[config.mk]
export PLATFORM = sky130hd
export DESIGN_NAME = fixed_radius_neighbor_list
export DESIGN_NICKNAME = d
export VERILOG_FILES = /design/src/hw/rtl/frnl_pkg.sv /design/src/hw/rtl/frnl_front.sv /design/src/hw/rtl/frnl_queue.sv /design/src/hw/rtl/frnl_back.sv /design/src/hw/rtl/fixed_radius_neighbor_list.sv
export SDC_FILE = /design/constraint.sdc
export NUM_CORES = 2
export LEC_CHECK = 0
export BUFFER_PORTS_ARGS = -buffer_cell sky130_fd_sc_hd__buf_2
export CAP_MARGIN = 20
export CORE_ASPECT_RATIO = 0.5
export CORE_UTILIZATION = 55
export CTS_CLUSTER_DIAMETER = 150
export DETAILED_ROUTE_END_ITERATION = 8
export PLACE_DENSITY = 0.7
export SYNTH_ARGS = -nofsm -noshare
export SYNTH_HDL_FRONTEND = slang
export SYNTH_SLANG_ARGS = --single-unit
[constraint.sdc]
create_clock -name clk_i -period 8.54 [get_ports clk_i]
set_input_delay 0.854 -clock clk_i [delete_from_list [all_inputs] [get_ports clk_i]]
set_output_delay 0.854 -clock clk_i [all_outputs]
set_load 0.01 [all_outputs]
[src/hw/rtl/frnl_pkg.sv]
`timescale 1ns / 1ps

package frnl_pkg;

  // fixed field widths
  localparam int INDEX_W     = 6;
  localparam int INDEX_SPACE = 64;
  localparam int COORD_W     = 16;
  localparam int CNT_W       = 7;
  localparam int RADIUS_W    = 16;
  localparam int CFG_IDX_W   = 1;
  localparam int CFG_DATA_W  = 16;

  // defaults for the top-level parameters
  localparam int MAX_POINTS_DEF = 64;
  localparam int COORD_BITS_DEF = 16;

  // configuration register indexes and reset values
  localparam logic [CFG_IDX_W-1:0] CFG_POINT_COUNT = 1'd0;
  localparam logic [CFG_IDX_W-1:0] CFG_RADIUS      = 1'd1;
  localparam logic [CNT_W-1:0]     POINT_COUNT_RST = 7'd64;
  localparam logic [RADIUS_W-1:0]  RADIUS_RST      = 16'd320;

  // request opcodes
  localparam logic OP_LOAD  = 1'b0;
  localparam logic OP_QUERY = 1'b1;

  // command queue depth
  localparam int QDEPTH = 2;
  localparam int QPTR_W = $clog2(QDEPTH);

  typedef enum logic [1:0] {
    CMD_LOAD,
    CMD_QUERY,
    CMD_BAD
  } cmd_e;

  typedef struct packed {
    cmd_e                kind;
    logic [INDEX_W-1:0]  index;
    logic [COORD_W-1:0]  x;
    logic [COORD_W-1:0]  y;
  } cmd_t;

  typedef enum logic [1:0] {
    TOK_NONE,
    TOK_QPOINT,
    TOK_CAND,
    TOK_END
  } tok_e;

  typedef struct packed {
    tok_e               kind;
    logic [INDEX_W-1:0] idx;
    logic               bad;
  } tok_t;

  typedef enum logic [1:0] {
    ST_IDLE,
    ST_SCAN,
    ST_END
  } state_e;

endpackage

[src/hw/rtl/frnl_front.sv]
`timescale 1ns / 1ps

module frnl_front #(
  parameter int MAX_POINTS = frnl_pkg::MAX_POINTS_DEF
) (
  input  logic                        in_valid_i,
  output logic                        in_stall_o,
  input  logic                        operation_i,
  input  logic [frnl_pkg::INDEX_W-1:0] point_index_i,
  input  logic [frnl_pkg::COORD_W-1:0] coord_x_i,
  input  logic [frnl_pkg::COORD_W-1:0] coord_y_i,
  input  logic [frnl_pkg::CNT_W-1:0]   n_eff_i,
  input  logic                        q_full_i,
  output logic                        q_push_o,
  output frnl_pkg::cmd_t              q_cmd_o
);
  import frnl_pkg::*;

  localparam int Depth = (MAX_POINTS < INDEX_SPACE) ? MAX_POINTS : INDEX_SPACE;

  logic drop;

  always_comb begin
    drop          = 1'b0;
    q_cmd_o.index = point_index_i;
    q_cmd_o.x     = coord_x_i;
    q_cmd_o.y     = coord_y_i;
    if (operation_i == OP_LOAD) begin
      // loads beyond the table are swallowed here
      q_cmd_o.kind = CMD_LOAD;
      drop         = CNT_W'(point_index_i) >= CNT_W'(Depth);
    end else if (CNT_W'(point_index_i) >= n_eff_i) begin
      q_cmd_o.kind = CMD_BAD;
    end else begin
      q_cmd_o.kind = CMD_QUERY;
    end
  end

  assign in_stall_o = q_full_i;
  assign q_push_o   = in_valid_i && !q_full_i && !drop;

endmodule

[src/hw/rtl/frnl_queue.sv]
`timescale 1ns / 1ps

module frnl_queue (
  input  logic           clk_i,
  input  logic           rst_ni,
  input  logic           push_i,
  input  frnl_pkg::cmd_t cmd_i,
  output logic           full_o,
  output logic           valid_o,
  output frnl_pkg::cmd_t cmd_o,
  input  logic           pop_i
);
  import frnl_pkg::*;

  cmd_t              entry_q [QDEPTH];
  logic [QPTR_W-1:0] wr_ptr_q, wr_ptr_d;
  logic [QPTR_W-1:0] rd_ptr_q, rd_ptr_d;
  logic [QPTR_W:0]   count_q, count_d;
  logic              do_pop;

  assign full_o  = count_q == (QPTR_W + 1)'(QDEPTH);
  assign valid_o = count_q != '0;
  assign cmd_o   = entry_q[rd_ptr_q];
  assign do_pop  = pop_i && valid_o;

  always_comb begin
    wr_ptr_d = push_i ? wr_ptr_q + 1'b1 : wr_ptr_q;
    rd_ptr_d = do_pop ? rd_ptr_q + 1'b1 : rd_ptr_q;
    count_d  = count_q + (QPTR_W + 1)'(push_i) - (QPTR_W + 1)'(do_pop);
  end

  always_ff @(posedge clk_i or negedge rst_ni) begin
    if (!rst_ni) begin
      wr_ptr_q <= '0;
      rd_ptr_q <= '0;
      count_q  <= '0;
    end else begin
      wr_ptr_q <= wr_ptr_d;
      rd_ptr_q <= rd_ptr_d;
      count_q  <= count_d;
    end
  end

  always_ff @(posedge clk_i) begin
    if (push_i) begin
      entry_q[wr_ptr_q] <= cmd_i;
    end
  end

endmodule

[src/hw/rtl/frnl_back.sv]
`timescale 1ns / 1ps

module frnl_back #(
  parameter int MAX_POINTS = frnl_pkg::MAX_POINTS_DEF,
  parameter int COORD_BITS = frnl_pkg::COORD_BITS_DEF
) (
  input  logic                          clk_i,
  input  logic                          rst_ni,
  input  logic                          q_valid_i,
  input  frnl_pkg::cmd_t                q_cmd_i,
  output logic                          q_pop_o,
  input  logic [frnl_pkg::CNT_W-1:0]    n_eff_i,
  input  logic [frnl_pkg::RADIUS_W-1:0] radius_i,
  output logic                          out_valid_o,
  input  logic                          out_stall_i,
  output logic [frnl_pkg::INDEX_W-1:0]  neighbor_index_o,
  output logic                          neighbor_valid_o,
  output logic                          last_o,
  output logic                          bad_index_o
);
  import frnl_pkg::*;

  localparam int Depth = (MAX_POINTS < INDEX_SPACE) ? MAX_POINTS : INDEX_SPACE;
  localparam int AW    = $clog2(Depth);
  localparam int CW    = (COORD_BITS < COORD_W) ? COORD_BITS : COORD_W;
  localparam int PW    = 2 * CW;
  localparam int RW    = 2 * RADIUS_W;
  localparam int SW    = RW + 1;

  logic [PW-1:0]  mem [Depth];
  logic [PW-1:0]  rd_q;
  logic           mem_we;
  logic [AW-1:0]  iss_addr;

  state_e         state_q, state_d;
  logic [AW-1:0]  j_q, j_d;
  logic [AW-1:0]  slot_q, slot_d;
  tok_t           iss_tok;
  tok_t           tok1_q, tok2_q, tok3_q;
  logic           adv;
  logic           scan_last;

  logic [CW-1:0]  qx_q, qy_q;
  logic [CW-1:0]  rx, ry;
  logic [CW-1:0]  dx_d, dy_d, dx_q, dy_q;
  logic [PW-1:0]  sx_d, sy_d, sx_q, sy_q;
  logic [RW-1:0]  r2_q;
  logic [SW-1:0]  dist_sum;
  logic           hit;

  logic           pend_v_q;
  logic [INDEX_W-1:0] pend_idx_q;
  logic           out_v_q;
  logic [INDEX_W-1:0] out_idx_q;
  logic           out_nv_q, out_last_q, out_bad_q;

  // the whole scan pipe moves only when the output register can take a word
  assign adv       = !out_v_q || !out_stall_i;
  assign scan_last = (CNT_W'(j_q) + CNT_W'(1)) == n_eff_i;

  always_comb begin
    state_d      = state_q;
    j_d          = j_q;
    slot_d       = slot_q;
    q_pop_o      = 1'b0;
    mem_we       = 1'b0;
    iss_addr     = j_q;
    iss_tok.kind = TOK_NONE;
    iss_tok.idx  = INDEX_W'(j_q);
    iss_tok.bad  = 1'b0;
    case (state_q)
      ST_IDLE: begin
        if (q_valid_i) begin
          case (q_cmd_i.kind)
            CMD_LOAD: begin
              mem_we  = 1'b1;
              q_pop_o = 1'b1;
            end
            CMD_BAD: begin
              if (adv) begin
                iss_tok.kind = TOK_END;
                iss_tok.bad  = 1'b1;
                q_pop_o      = 1'b1;
              end
            end
            CMD_QUERY: begin
              if (adv) begin
                iss_tok.kind = TOK_QPOINT;
                iss_addr     = q_cmd_i.index[AW-1:0];
                slot_d       = q_cmd_i.index[AW-1:0];
                j_d          = '0;
                q_pop_o      = 1'b1;
                state_d      = ST_SCAN;
              end
            end
            default: q_pop_o = 1'b1;
          endcase
        end
      end
      ST_SCAN: begin
        if (adv) begin
          iss_tok.kind = (j_q == slot_q) ? TOK_NONE : TOK_CAND;
          if (scan_last) begin
            state_d = ST_END;
          end else begin
            j_d = j_q + AW'(1);
          end
        end
      end
      ST_END: begin
        if (adv) begin
          iss_tok.kind = TOK_END;
          state_d      = ST_IDLE;
        end
      end
      default: state_d = ST_IDLE;
    endcase
  end

  // point store, one write and one registered read port
  always_ff @(posedge clk_i) begin
    if (mem_we) begin
      mem[q_cmd_i.index[AW-1:0]] <= {q_cmd_i.x[CW-1:0], q_cmd_i.y[CW-1:0]};
    end
    if (adv) begin
      rd_q <= mem[iss_addr];
    end
  end

  assign rx = rd_q[PW-1:CW];
  assign ry = rd_q[CW-1:0];

  always_comb begin
    dx_d     = (rx >= qx_q) ? rx - qx_q : qx_q - rx;
    dy_d     = (ry >= qy_q) ? ry - qy_q : qy_q - ry;
    sx_d     = PW'(dx_q) * PW'(dx_q);
    sy_d     = PW'(dy_q) * PW'(dy_q);
    dist_sum = SW'(sx_q) + SW'(sy_q);
    hit      = dist_sum <= SW'(r2_q);
  end

  always_ff @(posedge clk_i) begin
    r2_q <= RW'(radius_i) * RW'(radius_i);
    if (adv) begin
      if (tok1_q.kind == TOK_QPOINT) begin
        qx_q <= rx;
        qy_q <= ry;
      end
      dx_q <= dx_d;
      dy_q <= dy_d;
      sx_q <= sx_d;
      sy_q <= sy_d;
    end
  end

  always_ff @(posedge clk_i or negedge rst_ni) begin
    if (!rst_ni) begin
      state_q <= ST_IDLE;
      j_q     <= '0;
      slot_q  <= '0;
      tok1_q  <= '{kind: TOK_NONE, idx: '0, bad: 1'b0};
      tok2_q  <= '{kind: TOK_NONE, idx: '0, bad: 1'b0};
      tok3_q  <= '{kind: TOK_NONE, idx: '0, bad: 1'b0};
    end else begin
      state_q <= state_d;
      j_q     <= j_d;
      slot_q  <= slot_d;
      if (adv) begin
        tok1_q <= iss_tok;
        tok2_q <= tok1_q;
        tok3_q <= tok2_q;
      end
    end
  end

  // one hit is held back so the last one can carry the last flag
  always_ff @(posedge clk_i or negedge rst_ni) begin
    if (!rst_ni) begin
      pend_v_q <= 1'b0;
      out_v_q  <= 1'b0;
    end else if (adv) begin
      out_v_q <= 1'b0;
      if (tok3_q.kind == TOK_CAND && hit) begin
        pend_v_q <= 1'b1;
        out_v_q  <= pend_v_q;
      end else if (tok3_q.kind == TOK_END) begin
        pend_v_q <= 1'b0;
        out_v_q  <= 1'b1;
      end
    end
  end

  always_ff @(posedge clk_i) begin
    if (adv) begin
      if (tok3_q.kind == TOK_CAND && hit) begin
        pend_idx_q <= tok3_q.idx;
        out_idx_q  <= pend_idx_q;
        out_nv_q   <= 1'b1;
        out_last_q <= 1'b0;
        out_bad_q  <= 1'b0;
      end else if (tok3_q.kind == TOK_END) begin
        out_last_q <= 1'b1;
        out_bad_q  <= tok3_q.bad;
        if (!tok3_q.bad && pend_v_q) begin
          out_idx_q <= pend_idx_q;
          out_nv_q  <= 1'b1;
        end else begin
          out_idx_q <= '0;
          out_nv_q  <= 1'b0;
        end
      end
    end
  end

  assign out_valid_o      = out_v_q;
  assign neighbor_index_o = out_idx_q;
  assign neighbor_valid_o = out_nv_q;
  assign last_o           = out_last_q;
  assign bad_index_o      = out_bad_q;

endmodule

[src/hw/rtl/fixed_radius_neighbor_list.sv]
// result order, scan unit idle: a bad query's result passes the read, difference and square
//   registers to the output register; a query's result for one neighbor is held back until the
//   scan reaches k, the next neighbor's slot, or n for the closing result, n = active point count
// scan: a query reads its own point, then one stored point per cycle while the output does not
//   stall, then closes; a bad query or a load needs no scan of the stored points
// reset: clears control state and the queue, point_count 64, radius 320, store untouched
`timescale 1ns / 1ps

module fixed_radius_neighbor_list #(
  parameter int MAX_POINTS = frnl_pkg::MAX_POINTS_DEF,
  parameter int COORD_BITS = frnl_pkg::COORD_BITS_DEF
) (
  input  logic                            clk_i,
  input  logic                            rst_ni,
  // configuration writes
  input  logic                            cfg_we_i,
  input  logic [frnl_pkg::CFG_IDX_W-1:0]  cfg_index_i,
  input  logic [frnl_pkg::CFG_DATA_W-1:0] cfg_wdata_i,
  // request channel
  input  logic                            in_valid_i,
  output logic                            in_stall_o,
  input  logic                            operation_i,
  input  logic [frnl_pkg::INDEX_W-1:0]    point_index_i,
  input  logic [frnl_pkg::COORD_W-1:0]    coord_x_i,
  input  logic [frnl_pkg::COORD_W-1:0]    coord_y_i,
  // result channel
  output logic                            out_valid_o,
  input  logic                            out_stall_i,
  output logic [frnl_pkg::INDEX_W-1:0]    neighbor_index_o,
  output logic                            neighbor_valid_o,
  output logic                            last_o,
  output logic                            bad_index_o
);
  import frnl_pkg::*;

  localparam int Depth = (MAX_POINTS < INDEX_SPACE) ? MAX_POINTS : INDEX_SPACE;

  logic [CNT_W-1:0]    point_count_q;
  logic [RADIUS_W-1:0] radius_q;
  logic [CNT_W-1:0]    n_eff;

  logic q_push, q_full, q_valid, q_pop;
  cmd_t push_cmd, head_cmd;

  // configuration registers
  always_ff @(posedge clk_i or negedge rst_ni) begin
    if (!rst_ni) begin
      point_count_q <= POINT_COUNT_RST;
      radius_q      <= RADIUS_RST;
    end else if (cfg_we_i) begin
      case (cfg_index_i)
        CFG_POINT_COUNT: point_count_q <= cfg_wdata_i[CNT_W-1:0];
        CFG_RADIUS:      radius_q      <= cfg_wdata_i[RADIUS_W-1:0];
        default: ;
      endcase
    end
  end

  // slots in use, clipped to the table size
  assign n_eff = (point_count_q > CNT_W'(Depth)) ? CNT_W'(Depth) : point_count_q;

  // front: classifies each request as load, query or bad query
  frnl_front #(
    .MAX_POINTS (MAX_POINTS)
  ) u_front (
    .in_valid_i    (in_valid_i),
    .in_stall_o    (in_stall_o),
    .operation_i   (operation_i),
    .point_index_i (point_index_i),
    .coord_x_i     (coord_x_i),
    .coord_y_i     (coord_y_i),
    .n_eff_i       (n_eff),
    .q_full_i      (q_full),
    .q_push_o      (q_push),
    .q_cmd_o       (push_cmd)
  );

  // short command queue decouples request intake from the scan
  frnl_queue u_queue (
    .clk_i   (clk_i),
    .rst_ni  (rst_ni),
    .push_i  (q_push),
    .cmd_i   (push_cmd),
    .full_o  (q_full),
    .valid_o (q_valid),
    .cmd_o   (head_cmd),
    .pop_i   (q_pop)
  );

  // back: point store, distance pipeline and result register
  frnl_back #(
    .MAX_POINTS (MAX_POINTS),
    .COORD_BITS (COORD_BITS)
  ) u_back (
    .clk_i            (clk_i),
    .rst_ni           (rst_ni),
    .q_valid_i        (q_valid),
    .q_cmd_i          (head_cmd),
    .q_pop_o          (q_pop),
    .n_eff_i          (n_eff),
    .radius_i         (radius_q),
    .out_valid_o      (out_valid_o),
    .out_stall_i      (out_stall_i),
    .neighbor_index_o (neighbor_index_o),
    .neighbor_valid_o (neighbor_valid_o),
    .last_o           (last_o),
    .bad_index_o      (bad_index_o)
  );

endmodule
==> run_results.csv <==
group,metric,value,unit
timing,tightest_slew,1.09,ns
timing,fin_skew,0.131,ns
drt,vias,69500,
logic_synthesis,yosys.cell_types.count,85,
timing,fin_ws,1.52,ns
cells_and_area,drive_gt1_frac,0.107,
die,die_x,656,µm
drt,first_iter_violations,9052,
worst_setup_path,cp.required,9.08,ns
logic_synthesis,syn_area_per_cell,13.8,µm²
worst_setup_path,cp-end-kind,"flop",
die,io_pins,72,
cts,ctsResizeCount,0,
drt,drt-met1-wl,119000,µm
worst_setup_path,crit_fanout,17,
cts,worstSkewPairLatency,0.89,ns
cells_and_area,area_growth,8.85,%
drt,first_pass_iters,6,
cells_and_area,num-fill-cells,16000,
logic_synthesis,synth_fp_nets,9504,
worst_setup_path,cp_data_arrival_time,7.56,ns
drt,routed_wl,292000,µm
timing,fmax,142,MHz
drt,drc,0,
cells_and_area,multiInputGateArea,0.0415,mm²
timing,tns,0,ns
job,drv_cap,0,
logic_synthesis,synthCells,8516,
global_route,grt_antenna_before_repair,21,
drt,drtAntennaViolNets,0,
die,fp.coreArea,0.211,mm²
cts,cts_buffers,205,
cts,root_buffer,"clkbuf_16",
drt,viasPerCell,6.00,
placed_design,hpwl,172000,µm
cts,clk_pin_slew_worst_paths,0.06,ns
logic_synthesis,ys.flop_type,"edfxtp_1",
worst_setup_path,crit_type,"reg -> reg",
timing,hold_violations,0,
worst_setup_path,critPathLaunchType,"flop",
timing,relSlewSlack,0.273,
cts,post_cts_buffers,0,
timing,setup_viol,0,
outcome,status,"finished, final reports clean",
timing,drv_slew,0,
cts,clockBufferDepth,4,
cts,hold_buffers,0,
drt,post_drt_wl_per_cell,25.2,µm
cells_and_area,regArea,0.0715,mm²
global_route,grt_use_total,0.271,
placed_design,port_buffers,71,
logic_synthesis,yosysWarnings,0,
global_route,grt_max_degree,174,
logic_synthesis,netlist_area,0.118,mm²
drt,highest_layer,"met5",
global_route,first_global_vias,68300,
logic_synthesis,ys_ff_latch,2402,
logic_synthesis,synthArstFlopShare,0.0291,
worst_hold_path,hold_path.class,"in -> async",
global_route,overflow,0,
die,rows,119,
logic_synthesis,synth_edf_count,2301,
timing,post-route-period-util,0.822,
placed_design,pre_cts_slack,1.57,ns
timing,fin_crit,7.02,ns
die,fp.dieH,329,µm
worst_setup_path,ff2ff_path_depth,25,
die,dieArea,0.216,mm²
drt,wl_met2,133000,µm
cells_and_area,num-nets-final,9558,
logic_synthesis,yosysSeqAreaShare,0.608,
drt,wl_met3,32900,µm
cts,cts_tree,"done",
cts,cts-htree-levels,4,
global_route,grt_pass1_wl,434000,µm
cts,clock-sinks,2402,
timing,rsz0062_at_grt,"false",
placed_design,gp_congestion,0.864,
die,start_util,0.556,
## layout by cell type, fill, tap and decap left out, types with 151 or more instances in the layout
cell,n
inv_1,883
nand3_1,414
ha_1,435
a21oi_1,151
edfxtp_1,2301
fa_1,492
clkbuf_16,208
nor2_1,178
nand2_1,1437
nand4_1,161
mux4_2,256
## metrics by stage
stage	cells	util	hold slack (ns)	area [µm²]
4_1_cts	11600	0.605	0.127	128000
5_1_grt	11600	0.605	0.137	128000
3_3_place_gp	11200	0.575	0.431	121000
6_report	11600	0.605	0.151	128000
3_5_place_dp	11200	0.575	0.439	122000
2_1_floorplan	8516	-	0.402	118000
## state kept, by name (all words and copies together), names as in the netlist, 2 cells and up
name / cells
point_count_q: 7
u_back.dx_q: 16
u_back.sx_q: 31
u_back.pend_idx_q: 6
u_back.tok3_q: 9
u_back.r2_q: 31
u_back.neighbor_index_o: 6
u_queue.entry_q: 80
u_back.tok2_q: 9
u_queue.count_q: 2
u_back.sy_q: 31
u_back.dy_q: 16
u_back.state_q: 2
radius_q: 16
u_back.slot_q: 6
u_back.rd_q: 32
u_back.tok1_q: 9
u_back.qy_q: 16
u_back.j_q: 6
u_back.mem: 2048
u_back.qx_q: 16
## kinds of logic (layout without fill, tap and decap cells)
logic type                 Yosys count  in the layout  synth area share
buffers and inverters             1251           1463            0.0434
muxes                              479            479            0.0689
and+or+nand+nor                   2565           2565            0.0964
DFF                               2402           2402             0.608
AOI/OAI and AO/OA                  720            720            0.0402
xor gates and xnor gates           172            172            0.0128
adders and majority gates          927            927             0.130
other                                0              6                 0
## metal layers
| metal | global-route usage | vias up |
|---|---|---|
| met1 | 0.392 | 35100 |
| met3 | 0.0577 | 468 |
| met5 | 0 | - |
| li1 | - | 30400 |
| met2 | 0.426 | 3481 |
| met4 | 0.0659 | 16 |
## cell usage after synthesis (15+ instances only)
cell type / instances / area share
edfxtp_1: 2301 / 0.59
nand2_1: 1438 / 0.046
inv_1: 884 / 0.028
fa_1: 492 / 0.084
ha_1: 435 / 0.046
nand3_1: 414 / 0.018
mux4_2: 256 / 0.049
nor2_1: 243 / 0.0078
clkbuf_1: 187 / 0.0060
nand4_1: 161 / 0.0086
a21oi_1: 151 / 0.0064
mux2i_1: 150 / 0.013
a31oi_1: 142 / 0.0076
buf_2: 119 / 0.0051
xnor2_1: 116 / 0.0086
and2_1: 114 / 0.0061
o21ai_0: 88 / 0.0037
a21o_1: 86 / 0.0055
mux2_2: 71 / 0.0068
dfrtp_1: 67 / 0.014
o22ai_1: 65 / 0.0035
xor2_1: 56 / 0.0042
nor2b_1: 43 / 0.0023
nand2b_1: 40 / 0.0021
or3_1: 34 / 0.0018
dfxtp_1: 31 / 0.0053
buf_6: 30 / 0.0029
o21a_1: 30 / 0.0019
nor3_1: 29 / 0.0012
buf_1: 23 / 0.00073
o21bai_1: 21 / 0.0013
and3_1: 19 / 0.0010
o31ai_1: 15 / 0.00096
## critical path, stage by stage, from the launching register on
cell and delay, ns:
edfxtp_1 0.66, nand2_1 0.23, inv_1 0.08, fa_1 0.53
inv_1 0.05, fa_1 0.53, inv_1 0.06, fa_1 0.49
inv_1 0.05, fa_1 0.53, inv_1 0.05, fa_1 0.48
inv_1 0.05, fa_1 0.47, inv_1 0.04, ha_1 0.30
and3_1 0.19, and3_1 0.21, o311ai_2 0.10, a211oi_1 0.20
o41a_1 0.49, a221o_1 0.38, o31ai_4 0.23, o21bai_1 0.12
a21oi_2 0.15, xnor2_1 0.07
## worst paths after layout
path,startpoint,to,slack [ns]
worst max register to register,u_back.dy_q[9],u_back.sy_q[30],1.52
max in group asynchronous,rst_ni,u_queue.rd_ptr_q,7.72
min in group clk_i,coord_y_i[13],u_queue.entry_q[1][13],0.16
worst max-delay path,u_back.dy_q[9],u_back.sy_q[30],1.52
worst min register to register,u_back.tok3_q[4],u_back.pend_idx_q[3],0.45
worst min-delay path,rst_ni,u_back.tok2_q[5],0.15
## final cells by class
cell class                      count  share of cell area
Clock buffer                      249              0.0420
Antenna cell                        6            0.000117
Timing Repair Buffer              214              0.0136
Tap cell                         2843              0.0278
Sequential cell                  2402               0.559
Inverter                          884              0.0260
Multi-Input combinational cell   4863               0.325
Clock inverter                    116             0.00709
Power is left out: the tool's default activity adds up to more than one toggle a clock period on the data nets, which glitch-free logic cannot reach.
